<file path="src/design/swcfg_pkg.sv">
// Shared types, constants and codes of the sync word correlator frame gate.
package swcfg_pkg;

    // Defaults of the top level parameters
    localparam int HISTORY_DEPTH_DEF = 40;
    localparam int SAMPLE_WIDTH_DEF  = 16;

    // Fixed field widths
    localparam int FRAME_LEN_W = 16;
    localparam int SYNC_LEN_W  = 6;
    localparam int PATTERN_W   = 64;
    localparam int SCORE_W     = 23;
    localparam int HUNT_W      = 24;
    localparam int CFG_IDX_W   = 4;
    localparam int CFG_DATA_W  = 64;

    // Result side-band: frame_start, sync_score, skip_valid, skip_count
    localparam int TUSER_FIELDS_W = 1 + SCORE_W + 1 + HUNT_W;
    localparam int TUSER_W        = ((TUSER_FIELDS_W + 7) / 8) * 8;

    localparam logic signed [SCORE_W-1:0] SCORE_MAX = 23'sh3FFFFF;
    localparam logic signed [SCORE_W-1:0] SCORE_MIN = 23'sh400000;
    localparam logic [HUNT_W-1:0]         HUNT_MAX  = 24'hFFFFFF;

    // Register reset values
    localparam logic [FRAME_LEN_W-1:0] FRAME_LEN_RST = 16'd1;
    localparam logic [SYNC_LEN_W-1:0]  SYNC_LEN_RST  = 6'd20;

    // Configuration register indexes
    typedef enum logic [CFG_IDX_W-1:0] {
        REG_FRAME_LENGTH     = 4'd0,
        REG_SYNC_LENGTH      = 4'd1,
        REG_SYNC_PATTERN     = 4'd2,
        REG_DETECT_THRESHOLD = 4'd3
    } cfg_reg_t;

    // Controller states
    typedef enum logic [2:0] {
        ST_IDLE,
        ST_EMIT,
        ST_CORR_START,
        ST_CORR,
        ST_SAT,
        ST_DECIDE
    } state_t;

    // Controller to datapath commands
    typedef struct packed {
        logic accept;      // store the transferred symbol in the history
        logic corr_start;  // bump hunt count, clear accumulator, latch window
        logic corr_step;   // read one tap and accumulate the previous one
        logic sat;         // saturate the accumulator into the score
        logic decide;      // compare score with threshold, open a frame
        logic emit;        // load the output register with the symbol
    } cmd_t;

    // Datapath to controller status
    typedef struct packed {
        logic frame_active;  // frame symbols still to forward
        logic corr_done;     // all taps read and accumulated
        logic out_free;      // output register can take a result
    } status_t;

endpackage

</file>
<file path="src/design/swcfg_ctrl.sv">
// Controller state machine of the sync word correlator frame gate.
module swcfg_ctrl (
    input  logic               aclk,
    input  logic               aresetn,
    input  logic               s_tvalid,
    output logic               s_tready,
    input  swcfg_pkg::status_t status,
    output swcfg_pkg::cmd_t    cmd
);
    import swcfg_pkg::*;

    state_t state_reg;
    state_t state_next;

    // State register
    always_ff @(posedge aclk) begin
        if (!aresetn) begin
            state_reg <= ST_IDLE;
        end else begin
            state_reg <= state_next;
        end
    end

    // Next state
    always_comb begin
        state_next = state_reg;
        unique case (state_reg)
            ST_IDLE: begin
                if (s_tvalid) begin
                    state_next = status.frame_active ? ST_EMIT : ST_CORR_START;
                end
            end
            ST_EMIT: begin
                if (status.out_free) begin
                    state_next = ST_IDLE;
                end
            end
            ST_CORR_START: state_next = ST_CORR;
            ST_CORR: begin
                if (status.corr_done) begin
                    state_next = ST_SAT;
                end
            end
            ST_SAT:    state_next = ST_DECIDE;
            ST_DECIDE: state_next = ST_IDLE;
            default:   state_next = ST_IDLE;
        endcase
    end

    // Outputs
    always_comb begin
        cmd      = '0;
        s_tready = 1'b0;
        unique case (state_reg)
            ST_IDLE: begin
                s_tready   = 1'b1;
                cmd.accept = s_tvalid;
            end
            ST_EMIT:       cmd.emit       = status.out_free;
            ST_CORR_START: cmd.corr_start = 1'b1;
            ST_CORR:       cmd.corr_step  = !status.corr_done;
            ST_SAT:        cmd.sat        = 1'b1;
            ST_DECIDE:     cmd.decide     = 1'b1;
            default: begin
                cmd      = '0;
                s_tready = 1'b0;
            end
        endcase
    end

endmodule

</file>
<file path="src/design/swcfg_datapath.sv">
// Datapath: history memory, serial correlator, frame counters and output register.
module swcfg_datapath #(
    parameter int HISTORY_DEPTH = swcfg_pkg::HISTORY_DEPTH_DEF,
    parameter int SAMPLE_WIDTH  = swcfg_pkg::SAMPLE_WIDTH_DEF
) (
    input  logic                                 aclk,
    input  logic                                 aresetn,
    input  swcfg_pkg::cmd_t                      cmd,
    output swcfg_pkg::status_t                   status,
    input  logic                                 cfg_we,
    input  logic [swcfg_pkg::CFG_IDX_W-1:0]      cfg_index,
    input  logic [swcfg_pkg::CFG_DATA_W-1:0]     cfg_data,
    input  logic signed [SAMPLE_WIDTH-1:0]       in_i,
    input  logic signed [SAMPLE_WIDTH-1:0]       in_q,
    input  logic                                 m_tready,
    output logic                                 m_tvalid,
    output logic signed [SAMPLE_WIDTH-1:0]       out_i,
    output logic signed [SAMPLE_WIDTH-1:0]       out_q,
    output logic                                 frame_start,
    output logic signed [swcfg_pkg::SCORE_W-1:0] sync_score,
    output logic                                 skip_valid,
    output logic [swcfg_pkg::HUNT_W-1:0]         skip_count
);
    import swcfg_pkg::*;

    localparam int PTR_W     = $clog2(HISTORY_DEPTH);
    localparam int CNT_W     = $clog2(HISTORY_DEPTH + 1);
    localparam int WIN_EXT_W = SYNC_LEN_W + 1;
    localparam int ACC_W     = SAMPLE_WIDTH + $clog2(HISTORY_DEPTH) + 3;
    localparam int EXT_W     = (ACC_W > SCORE_W) ? ACC_W : SCORE_W;
    localparam logic [PTR_W-1:0]     LAST_PTR  = PTR_W'(HISTORY_DEPTH - 1);
    localparam logic [WIN_EXT_W-1:0] DEPTH_EXT = WIN_EXT_W'(HISTORY_DEPTH);

    // Configuration registers
    logic [FRAME_LEN_W-1:0]    frame_length_reg;
    logic [SYNC_LEN_W-1:0]     sync_length_reg;
    logic [PATTERN_W-1:0]      sync_pattern_reg;
    logic signed [SCORE_W-1:0] threshold_reg;

    // History memory with per-entry valid bits (invalid reads as zero)
    logic [2*SAMPLE_WIDTH-1:0] hist_mem [HISTORY_DEPTH];
    logic [HISTORY_DEPTH-1:0]  hist_vld_reg;
    logic [PTR_W-1:0]          newest_ptr_reg;
    logic [PTR_W-1:0]          newest_ptr_next;
    logic [2*SAMPLE_WIDTH-1:0] rd_data_reg;
    logic                      rd_vld_reg;

    // Transferred symbol, held for the output register
    logic signed [SAMPLE_WIDTH-1:0] in_i_hold_reg;
    logic signed [SAMPLE_WIDTH-1:0] in_q_hold_reg;

    // Correlator state
    logic [PTR_W-1:0]          rd_ptr_reg;
    logic [CNT_W-1:0]          tap_cnt_reg;
    logic [CNT_W-1:0]          win_reg;
    logic                      pipe_vld_reg;
    logic [PATTERN_W-1:0]      pat_sh_reg;
    logic signed [ACC_W-1:0]   acc_reg;
    logic signed [ACC_W-1:0]   acc_next;
    logic signed [SCORE_W-1:0] score_reg;

    // Frame state
    logic [FRAME_LEN_W-1:0]    frame_remaining_reg;
    logic [HUNT_W-1:0]         hunt_count_reg;
    logic                      pending_start_reg;
    logic signed [SCORE_W-1:0] pending_score_reg;
    logic                      pending_skip_vld_reg;
    logic [HUNT_W-1:0]         pending_skip_cnt_reg;

    // Output register
    logic                      m_tvalid_reg;

    logic [WIN_EXT_W-1:0]      sl_ext;
    logic [CNT_W-1:0]          win;
    logic                      issue;
    logic signed [SAMPLE_WIDTH-1:0] tap_i;
    logic signed [SAMPLE_WIDTH-1:0] tap_q;
    logic signed [ACC_W-1:0]   tap_i_ext;
    logic signed [ACC_W-1:0]   tap_q_ext;
    logic signed [EXT_W-1:0]   acc_ext;
    logic signed [SCORE_W-1:0] score_sat;
    logic                      hit;
    logic [HUNT_W-1:0]         win_hunt;

    // Configuration writes; unknown indexes are dropped
    always_ff @(posedge aclk) begin
        if (!aresetn) begin
            frame_length_reg <= FRAME_LEN_RST;
            sync_length_reg  <= SYNC_LEN_RST;
            sync_pattern_reg <= '0;
            threshold_reg    <= '0;
        end else if (cfg_we) begin
            unique case (cfg_index)
                REG_FRAME_LENGTH:     frame_length_reg <= cfg_data[FRAME_LEN_W-1:0];
                REG_SYNC_LENGTH:      sync_length_reg  <= cfg_data[SYNC_LEN_W-1:0];
                REG_SYNC_PATTERN:     sync_pattern_reg <= cfg_data[PATTERN_W-1:0];
                REG_DETECT_THRESHOLD: threshold_reg    <= cfg_data[SCORE_W-1:0];
                default: ;
            endcase
        end
    end

    // Window length clipped to the history depth
    assign sl_ext = {1'b0, sync_length_reg};
    assign win    = (sl_ext > DEPTH_EXT) ? CNT_W'(DEPTH_EXT) : CNT_W'(sl_ext);

    // Advance the write pointer with wrap
    assign newest_ptr_next = (newest_ptr_reg == LAST_PTR) ? '0 : newest_ptr_reg + 1'b1;

    // History write pointer and valid bits
    always_ff @(posedge aclk) begin
        if (!aresetn) begin
            newest_ptr_reg <= '0;
            hist_vld_reg   <= '0;
        end else if (cmd.accept) begin
            newest_ptr_reg               <= newest_ptr_next;
            hist_vld_reg[newest_ptr_next] <= 1'b1;
        end
    end

    // History memory write and registered tap read
    always_ff @(posedge aclk) begin
        if (cmd.accept) begin
            hist_mem[newest_ptr_next] <= {in_q, in_i};
        end
        if (issue) begin
            rd_data_reg <= hist_mem[rd_ptr_reg];
            rd_vld_reg  <= hist_vld_reg[rd_ptr_reg];
        end
    end

    // Hold the transferred symbol until it is forwarded
    always_ff @(posedge aclk) begin
        if (cmd.accept) begin
            in_i_hold_reg <= in_i;
            in_q_hold_reg <= in_q;
        end
    end

    // Accumulate one tap: pattern bit 0 signs Q, bit 1 signs I
    assign issue     = cmd.corr_step && (tap_cnt_reg != win_reg);
    assign tap_i     = rd_vld_reg ? rd_data_reg[SAMPLE_WIDTH-1:0] : '0;
    assign tap_q     = rd_vld_reg ? rd_data_reg[2*SAMPLE_WIDTH-1:SAMPLE_WIDTH] : '0;
    assign tap_i_ext = ACC_W'(tap_i);
    assign tap_q_ext = ACC_W'(tap_q);
    assign acc_next  = acc_reg
                     + (pat_sh_reg[1] ? tap_i_ext : -tap_i_ext)
                     + (pat_sh_reg[0] ? tap_q_ext : -tap_q_ext);

    // Serial correlator control
    always_ff @(posedge aclk) begin
        if (!aresetn) begin
            tap_cnt_reg  <= '0;
            win_reg      <= '0;
            pipe_vld_reg <= 1'b0;
        end else if (cmd.corr_start) begin
            tap_cnt_reg  <= '0;
            win_reg      <= win;
            pipe_vld_reg <= 1'b0;
        end else if (cmd.corr_step) begin
            pipe_vld_reg <= issue;
            if (issue) begin
                tap_cnt_reg <= tap_cnt_reg + 1'b1;
            end
        end
    end

    // Correlator data path
    always_ff @(posedge aclk) begin
        if (cmd.corr_start) begin
            rd_ptr_reg <= newest_ptr_reg;
            acc_reg    <= '0;
            pat_sh_reg <= sync_pattern_reg;
        end else if (cmd.corr_step) begin
            if (issue) begin
                rd_ptr_reg <= (rd_ptr_reg == '0) ? LAST_PTR : rd_ptr_reg - 1'b1;
            end
            if (pipe_vld_reg) begin
                acc_reg    <= acc_next;
                pat_sh_reg <= {2'b00, pat_sh_reg[PATTERN_W-1:2]};
            end
        end
        if (cmd.sat) begin
            score_reg <= score_sat;
        end
    end

    // Saturate the sum to the score range
    assign acc_ext = EXT_W'(acc_reg);
    always_comb begin
        priority if (acc_ext > EXT_W'(SCORE_MAX)) begin
            score_sat = SCORE_MAX;
        end else if (acc_ext < EXT_W'(SCORE_MIN)) begin
            score_sat = SCORE_MIN;
        end else begin
            score_sat = SCORE_W'(acc_ext);
        end
    end

    assign hit      = score_reg > threshold_reg;
    assign win_hunt = HUNT_W'(win_reg);

    // Hunt count, frame counter and pending start mark
    always_ff @(posedge aclk) begin
        if (!aresetn) begin
            frame_remaining_reg  <= '0;
            hunt_count_reg       <= '0;
            pending_start_reg    <= 1'b0;
            pending_score_reg    <= '0;
            pending_skip_vld_reg <= 1'b0;
            pending_skip_cnt_reg <= '0;
        end else begin
            if (cmd.corr_start && (hunt_count_reg != HUNT_MAX)) begin
                hunt_count_reg <= hunt_count_reg + 1'b1;
            end
            if (cmd.decide && hit) begin
                pending_start_reg    <= 1'b1;
                pending_score_reg    <= score_reg;
                pending_skip_vld_reg <= hunt_count_reg > win_hunt;
                pending_skip_cnt_reg <= (hunt_count_reg > win_hunt)
                                      ? hunt_count_reg - win_hunt : '0;
                hunt_count_reg       <= '0;
                frame_remaining_reg  <= frame_length_reg;
            end
            if (cmd.emit) begin
                pending_start_reg    <= 1'b0;
                pending_score_reg    <= '0;
                pending_skip_vld_reg <= 1'b0;
                pending_skip_cnt_reg <= '0;
                frame_remaining_reg  <= frame_remaining_reg - 1'b1;
            end
        end
    end

    // Output valid: set on load, drop when the transfer completes
    always_ff @(posedge aclk) begin
        if (!aresetn) begin
            m_tvalid_reg <= 1'b0;
        end else if (cmd.emit) begin
            m_tvalid_reg <= 1'b1;
        end else if (m_tready) begin
            m_tvalid_reg <= 1'b0;
        end
    end

    // Output payload
    always_ff @(posedge aclk) begin
        if (cmd.emit) begin
            out_i       <= in_i_hold_reg;
            out_q       <= in_q_hold_reg;
            frame_start <= pending_start_reg;
            sync_score  <= pending_score_reg;
            skip_valid  <= pending_skip_vld_reg;
            skip_count  <= pending_skip_cnt_reg;
        end
    end

    assign m_tvalid            = m_tvalid_reg;
    assign status.frame_active = frame_remaining_reg != '0;
    assign status.corr_done    = (tap_cnt_reg == win_reg) && !pipe_vld_reg;
    assign status.out_free     = !m_tvalid_reg || m_tready;

`ifndef SYNTHESIS
    a_emit_slot_free: assert property (@(posedge aclk) disable iff (!aresetn)
        cmd.emit |-> (!m_tvalid_reg || m_tready))
        else $error("result loaded over an untaken result");
    a_tap_in_window: assert property (@(posedge aclk) disable iff (!aresetn)
        tap_cnt_reg <= win_reg)
        else $error("tap count ran past the window");
    a_skip_needs_start: assert property (@(posedge aclk) disable iff (!aresetn)
        pending_skip_vld_reg |-> pending_start_reg)
        else $error("skip mark without start mark");
    a_plain_symbol_clean: assert property (@(posedge aclk) disable iff (!aresetn)
        (m_tvalid_reg && !frame_start) |-> (sync_score == '0 && !skip_valid
                                             && skip_count == '0))
        else $error("side-band set on a symbol without frame start");
`endif

endmodule

</file>
<file path="src/design/sync_word_correlator_frame_gate.sv">
// Top level of the sync word correlator frame gate.
// Usage:
//   s_ channel: one complex soft symbol per transfer, s_tdata = {q, i}.
//   m_ channel: forwarded frame symbols, m_tuser side-band marks the first
//   symbol of a frame with its score and the symbols skipped while hunting.
//   cfg channel: register writes (0 frame_length, 1 sync_length,
//   2 sync_pattern, 3 detect_threshold), always ready; write only when idle.
// Timing:
//   While a frame is open a symbol is taken in the transfer cycle and then
//   loaded into the output register in ST_EMIT, which waits while the
//   register holds an untaken result; m_tvalid is registered on that load.
//   While hunting a symbol runs ST_CORR_START, ST_CORR, ST_SAT, ST_DECIDE;
//   ST_CORR makes a serial pass over the window W (sync_length clipped to
//   HISTORY_DEPTH), one tap read per cycle. Hunted symbols give no result.
// Reset (aresetn low, synchronous) clears the history to zero, the hunt and
// frame counters, the pending start mark and the output valid, and loads the
// register defaults. A stalled receiver holds the result in the output
// register; hunted symbols are still taken, and the next frame symbol is
// taken and waits for the slot with s_tready low.
module sync_word_correlator_frame_gate #(
    parameter int HISTORY_DEPTH = swcfg_pkg::HISTORY_DEPTH_DEF,
    parameter int SAMPLE_WIDTH  = swcfg_pkg::SAMPLE_WIDTH_DEF
) (
    input  logic                                 aclk,
    input  logic                                 aresetn,
    input  logic                                 s_tvalid,
    output logic                                 s_tready,
    // sample_i, sample_q
    input  logic [((2*SAMPLE_WIDTH+7)/8)*8-1:0]  s_tdata,
    output logic                                 m_tvalid,
    input  logic                                 m_tready,
    // out_i, out_q
    output logic [((2*SAMPLE_WIDTH+7)/8)*8-1:0]  m_tdata,
    // frame_start, sync_score, skip_valid, skip_count
    output logic [swcfg_pkg::TUSER_W-1:0]        m_tuser,
    input  logic                                 cfg_valid,
    output logic                                 cfg_ready,
    input  logic [swcfg_pkg::CFG_IDX_W-1:0]      cfg_index,
    input  logic [swcfg_pkg::CFG_DATA_W-1:0]     cfg_data
);
    import swcfg_pkg::*;

    localparam int TDATA_W = ((2*SAMPLE_WIDTH+7)/8)*8;

    cmd_t    cmd;
    status_t status;

    logic signed [SAMPLE_WIDTH-1:0] out_i;
    logic signed [SAMPLE_WIDTH-1:0] out_q;
    logic                           frame_start;
    logic signed [SCORE_W-1:0]      sync_score;
    logic                           skip_valid;
    logic [HUNT_W-1:0]              skip_count;

    assign cfg_ready = 1'b1;

    swcfg_ctrl u_ctrl (
        .aclk     (aclk),
        .aresetn  (aresetn),
        .s_tvalid (s_tvalid),
        .s_tready (s_tready),
        .status   (status),
        .cmd      (cmd)
    );

    swcfg_datapath #(
        .HISTORY_DEPTH (HISTORY_DEPTH),
        .SAMPLE_WIDTH  (SAMPLE_WIDTH)
    ) u_datapath (
        .aclk        (aclk),
        .aresetn     (aresetn),
        .cmd         (cmd),
        .status      (status),
        .cfg_we      (cfg_valid),
        .cfg_index   (cfg_index),
        .cfg_data    (cfg_data),
        .in_i        (s_tdata[SAMPLE_WIDTH-1:0]),
        .in_q        (s_tdata[2*SAMPLE_WIDTH-1:SAMPLE_WIDTH]),
        .m_tready    (m_tready),
        .m_tvalid    (m_tvalid),
        .out_i       (out_i),
        .out_q       (out_q),
        .frame_start (frame_start),
        .sync_score  (sync_score),
        .skip_valid  (skip_valid),
        .skip_count  (skip_count)
    );

    // Pack result fields, lowest field first, zero filled
    assign m_tdata = TDATA_W'({out_q, out_i});
    assign m_tuser = TUSER_W'({skip_count, skip_valid, sync_score, frame_start});

endmodule
</file>
<file path="config.mk">
export PLATFORM = sky130hd
export DESIGN_NAME = sync_word_correlator_frame_gate
export DESIGN_NICKNAME = d
export VERILOG_FILES = /design/src/design/swcfg_pkg.sv /design/src/design/swcfg_ctrl.sv /design/src/design/swcfg_datapath.sv /design/src/design/sync_word_correlator_frame_gate.sv
export SDC_FILE = /design/constraint.sdc
export NUM_CORES = 2
export LEC_CHECK = 0
export BUFFER_PORTS_ARGS = -buffer_cell sky130_fd_sc_hd__buf_2
export CAP_MARGIN = 20
export CORE_ASPECT_RATIO = 0.5
export CORE_MARGIN = 1.5
export CORE_UTILIZATION = 44
export DETAILED_ROUTE_END_ITERATION = 16
export PLACE_DENSITY_LB_ADDON = 0.08
export SKIP_LAST_GASP = 1
export SLEW_MARGIN = 10
export SYNTH_ARGS = -nofsm -noshare
export SYNTH_HDL_FRONTEND = slang
export SYNTH_SLANG_ARGS = --single-unit
</file>
<file path="constraint.sdc">
create_clock -name aclk -period 10.6 [get_ports aclk]
set_input_delay 0.53 -clock aclk [delete_from_list [all_inputs] [get_ports aclk]]
set_output_delay 0.53 -clock aclk [all_outputs]
set_load 0.1 [all_outputs]
</file>
==> reports/summary.md <==
The leading cell type by number of instances after synthesis is sky130_fd_sc_hd__edfxtp_1. The path class of the tightest hold or removal check is input port to register. The share of the clock period used by the worst path was 48.9%; the switching power share of the total was 27.4%. The start-to-end type of the worst setup path was register to register. The critical path goes through or4_4 > or3_1 > or3_4 > nor3_4 > nor2_1 > xnor2_1 > nand2_1 > fa_1 > inv_1 > ha_1 > a21oi_1 > a31oi_1 > nor2_1 > a21oi_1 > o41ai_1 > o21ai_0 > xnor2_1 > a21oi_1. At the end of the flow, the number of nets in the layout was 4741.

The commonest cells after synthesis are sky130_fd_sc_hd__edfxtp_1, sky130_fd_sc_hd__nand2_1, sky130_fd_sc_hd__mux4_2. Data arrives at the worst endpoint at 5770 ps. The post-synthesis sequential element count was 1805. For the TritonCTS sink count, the log shows 1805.

In this run the remaining antenna-violating nets after routing total 0. Of all nets on the critical path, the largest fanout is 6. For this design the top-level I/O count stands at 196. Power spread over the standard cell area amounts to 209 nW/µm².

The internal power of the cells totals 0.0123 W. Measured against its own limit, the worst slew margin works out to 20.6%. The slowest stage of the critical path is the sky130_fd_sc_hd__or4_4 cell.

The startpoint of the worst hold path is cfg_data[14]. Clock latency on the worst-skew pair, taken at its later pin, is 800 ps. The register with the most flip-flops in the layout has 1280 of them. The run gives 105000 µm as the detailed placer's ending HPWL. The run gives 265000 µm as the global-route wire length before repair. For the worst setup path, the data required time is 11190 ps.

The run gives 38600 as the via count. For the number of global-route vias before repair, the log shows 38500. Most repeated library cell on the critical path: sky130_fd_sc_hd__a21oi_1.

CTS placed an instance of sky130_fd_sc_hd__clkbuf_16 at the clock tree root. The clock tree synthesis step divided the H-tree into 4 levels. The tools report the worst vdd rail ir drop as 0.0986 mV. Entering global routing, the biggest net connects 129 pins.

The count of filler cells inserted in the layout is 13400, and the relative area change from synthesis to final layout is 12.9%. The smallest clock period supported by the final layout is computed as 5180 ps. The floorplan row count was 104.

Setup repair after global routing left no endpoint under its margin. The total wirelength of the detailed-routed design was 184000 µm; the register-to-register setup slack was 5420 ps. Of all cell types, the one taking the most synthesized area is sky130_fd_sc_hd__edfxtp_1. In the final routed layout, each cell accounts on average for 26.8 µm. In this run the power spent charging and discharging nets is 0.00466 W. Timing would allow up to 0.193 GHz. For the pin with the worst max-slew slack, the measured transition is 1180 ps. The top cell type by area accounts for 63.3% of the synthesized area. Setup violations remaining at the end of the flow were counted as 0. The TritonCTS buffer count is 169, and the combinational share of power is 16.8%. Clock-pin slew was measured on the worst setup and hold paths at 60 ps. The count of buffering cells on the critical path with inverters included is 1, and the area of the core is 162000 µm². The number of placed instances, taps included, is 6530. Post-CTS timing repair inserted 0 buffers for setup. After global routing the overflow that remains totals 0. The tools report the total standard cell area after synthesis as 72100 µm². TritonCTS built the clock tree. The worst hold path terminates at u_datapath.frame_length_reg[14]$_SDFFE_PN0P_.

In this run, flip-flops and latches consume 48.0% of the power. Yosys attributes the largest share of cell area to sky130_fd_sc_hd__edfxtp_1, sky130_fd_sc_hd__mux4_2, sky130_fd_sc_hd__dfxtp_1. The via-per-instance ratio was 5.63; the cell count after synthesis was 4312. The clock network is responsible for 35.1% of the overall power.

The die is 575 µm wide. In the final layout, the share of cells above drive strength 1 is 21.3%. Gates resized during post-CTS repair numbered 0.

For this run, the slowest stage of the critical path takes 570 ps. The synthesized design contains 1519 enable-type register cells. STA classifies the critical path startpoint as a register. The run gives 0 as the max capacitance violation total.

After detailed placement, the total cell area comes to 75800 µm². In this run, the number of DRC markers left after iteration 0 of detailed routing was 3529. The dominant delay contributor by cell family on the critical path was simple AND/OR/NAND/NOR gates. The tools report the final cell utilization of the core as 50.3%.

The aggregate negative setup slack was 0 ps; the number of buffers added on ports was 187. The die is 289 µm tall. The worst hold path was traced through 3 stages.

The logs give 81400 µm² for the post-route cell area and 0 for the final max-slew violation count. Yosys printed 0 warnings. The longest clock path from root to sink contains 4 buffers. The run finished with clean final reports. The clock arrives with 63.7 ps of skew. The number of antenna violations at the first check in global routing was 10.

The tools report the kind of end point of the critical path as a register. The starting density of the core is 44.6%. The tools report the start of the worst register-to-register path as u_datapath.rd_data_reg[16]$_DFFE_PP_. The number of hold-slack violations in the final timing report is 0. Counting distinct cell types in the post-synthesis netlist gives 74.

Weighted congestion reported at the end of routability-driven placement: 0.844. The die covers 166000 µm². The worst register-to-register path ends at u_datapath.acc_ext[23]$_SDFFE_PP0P_. The number of cells on the worst reg-to-reg path is 18, and the first-pass iteration count of the detailed router is 7. The share of synthesized registers carrying an async set or reset came out at 0%.

In the synthesized netlist the dominant register cell turns out to be sky130_fd_sc_hd__edfxtp_1. The register area share after synthesis is 71.2%. In this run the mean area of a mapped cell was 16.7 µm².

The run gives 6856 as the final cell count without fillers. Total power for the finished layout comes to 0.0170 W. The overall routing resource usage came out at 22.0%. For this run, design rule violations remaining after detail routing come to 0. The static power due to leakage came out at 26.9 nW.
[logic make-up after synthesis]
family                     after synthesis  share of synthesized area [%]
muxes                                  440                           13.0
other                                    2                         0.0104
AOI/OAI and AO/OA                      489                           4.52
DFF                                   1805                           71.2
and+or+nand+nor                       1034                           6.26
buffers and inverters                  351                           1.96
xor gates and xnor gates               106                           1.29
adders and majority gates               85                           1.74
[cell usage in the layout (no fill, tap or decap), types with 37 or more instances in the layout]
cell,instances
sky130_fd_sc_hd__a211oi_1,40
sky130_fd_sc_hd__a21boi_0,115
sky130_fd_sc_hd__a21oi_1,134
sky130_fd_sc_hd__buf_2,187
sky130_fd_sc_hd__buf_4,81
sky130_fd_sc_hd__clkbuf_1,37
sky130_fd_sc_hd__clkbuf_16,172
sky130_fd_sc_hd__dfxtp_1,286
sky130_fd_sc_hd__edfxtp_1,1519
sky130_fd_sc_hd__ha_1,60
sky130_fd_sc_hd__inv_1,115
sky130_fd_sc_hd__mux2i_1,42
sky130_fd_sc_hd__mux4_2,396
sky130_fd_sc_hd__nand2_1,633
sky130_fd_sc_hd__nor2_1,122
sky130_fd_sc_hd__nor2_4,40
sky130_fd_sc_hd__nor2b_1,49
sky130_fd_sc_hd__o21a_1,46
sky130_fd_sc_hd__o21ai_0,55
sky130_fd_sc_hd__xnor2_1,44
sky130_fd_sc_hd__xor2_1,62
[through the flow]
step	setup WS (ps)	hold WS (ps)
finish	5420	47.3
global route	4990	4.29
CTS	5420	0.204
detailed placement	5490	407
global placement	5520	402
floorplan	4440	400
[power by group through the flow]
stage                     clock [W]  sequential, W  combinational (W)
after floorplan                   0        0.00868            0.00163
after global routing        0.00640        0.00819            0.00308
final                       0.00597        0.00817            0.00286
after CTS                   0.00613        0.00817            0.00290
after detailed placement          0        0.00833            0.00289
after global placement            0        0.00832            0.00287
[worst min-delay path: cells and delay by family]
family | cells | cell delay (ps)
compound gates | 1 | 60
simple gates | 1 | 50
buf+inv | 1 | 120
[worst max-delay path by stage]
stage / from / to / slack (ps) / depth (start not counted)
6_report: u_datapath.rd_data_reg[16]$_DFFE_PP_ / u_datapath.acc_ext[23]$_SDFFE_PP0P_ / 5420 / 18
5_1_grt: u_datapath.rd_data_reg[16]$_DFFE_PP_ / u_datapath.acc_ext[23]$_SDFFE_PP0P_ / 4990 / 18
4_1_cts: u_datapath.rd_data_reg[16]$_DFFE_PP_ / u_datapath.acc_ext[23]$_SDFFE_PP0P_ / 5420 / 18
3_5_place_dp: u_datapath.rd_data_reg[16]$_DFFE_PP_ / u_datapath.acc_ext[23]$_SDFFE_PP0P_ / 5490 / 18
3_3_place_gp: u_datapath.rd_data_reg[16]$_DFFE_PP_ / u_datapath.acc_ext[23]$_SDFFE_PP0P_ / 5520 / 18
2_1_floorplan: u_ctrl.state_reg[0]$_SDFFE_PN0P_ / u_datapath.hist_mem[5][0]$_DFFE_PP_ / 4440 / 7
[cell type report]
cell class | count | area, µm² | share of cell area (%)
Sequential cell | 1805 | 51300 | 63.1
Multi-Input combinational cell | 2162 | 19700 | 24.2
Clock buffer | 224 | 4650 | 5.71
Tap cell | 2173 | 2720 | 3.34
Timing Repair Buffer | 296 | 1870 | 2.29
Clock inverter | 74 | 679 | 0.835
Inverter | 117 | 440 | 0.541
Antenna cell | 5 | 12.5 | 0.0154
[repair_timing]
item	in CTS	in global routing
endpoints found under the setup margin	0	0
hold buffers	19	0
endpoints found under the hold margin	21	0
[per-layer routing]
metal	GRT usage [%]	vias to the layer above	share of wire [%]
met5	0	-	0.0071
met4	4.64	2	1.9
met3	4.04	221	6.0
met2	34.7	1022	46
met1	32.2	20400	46
li1	-	17000	-
Power figures use the tool's default switching activity.
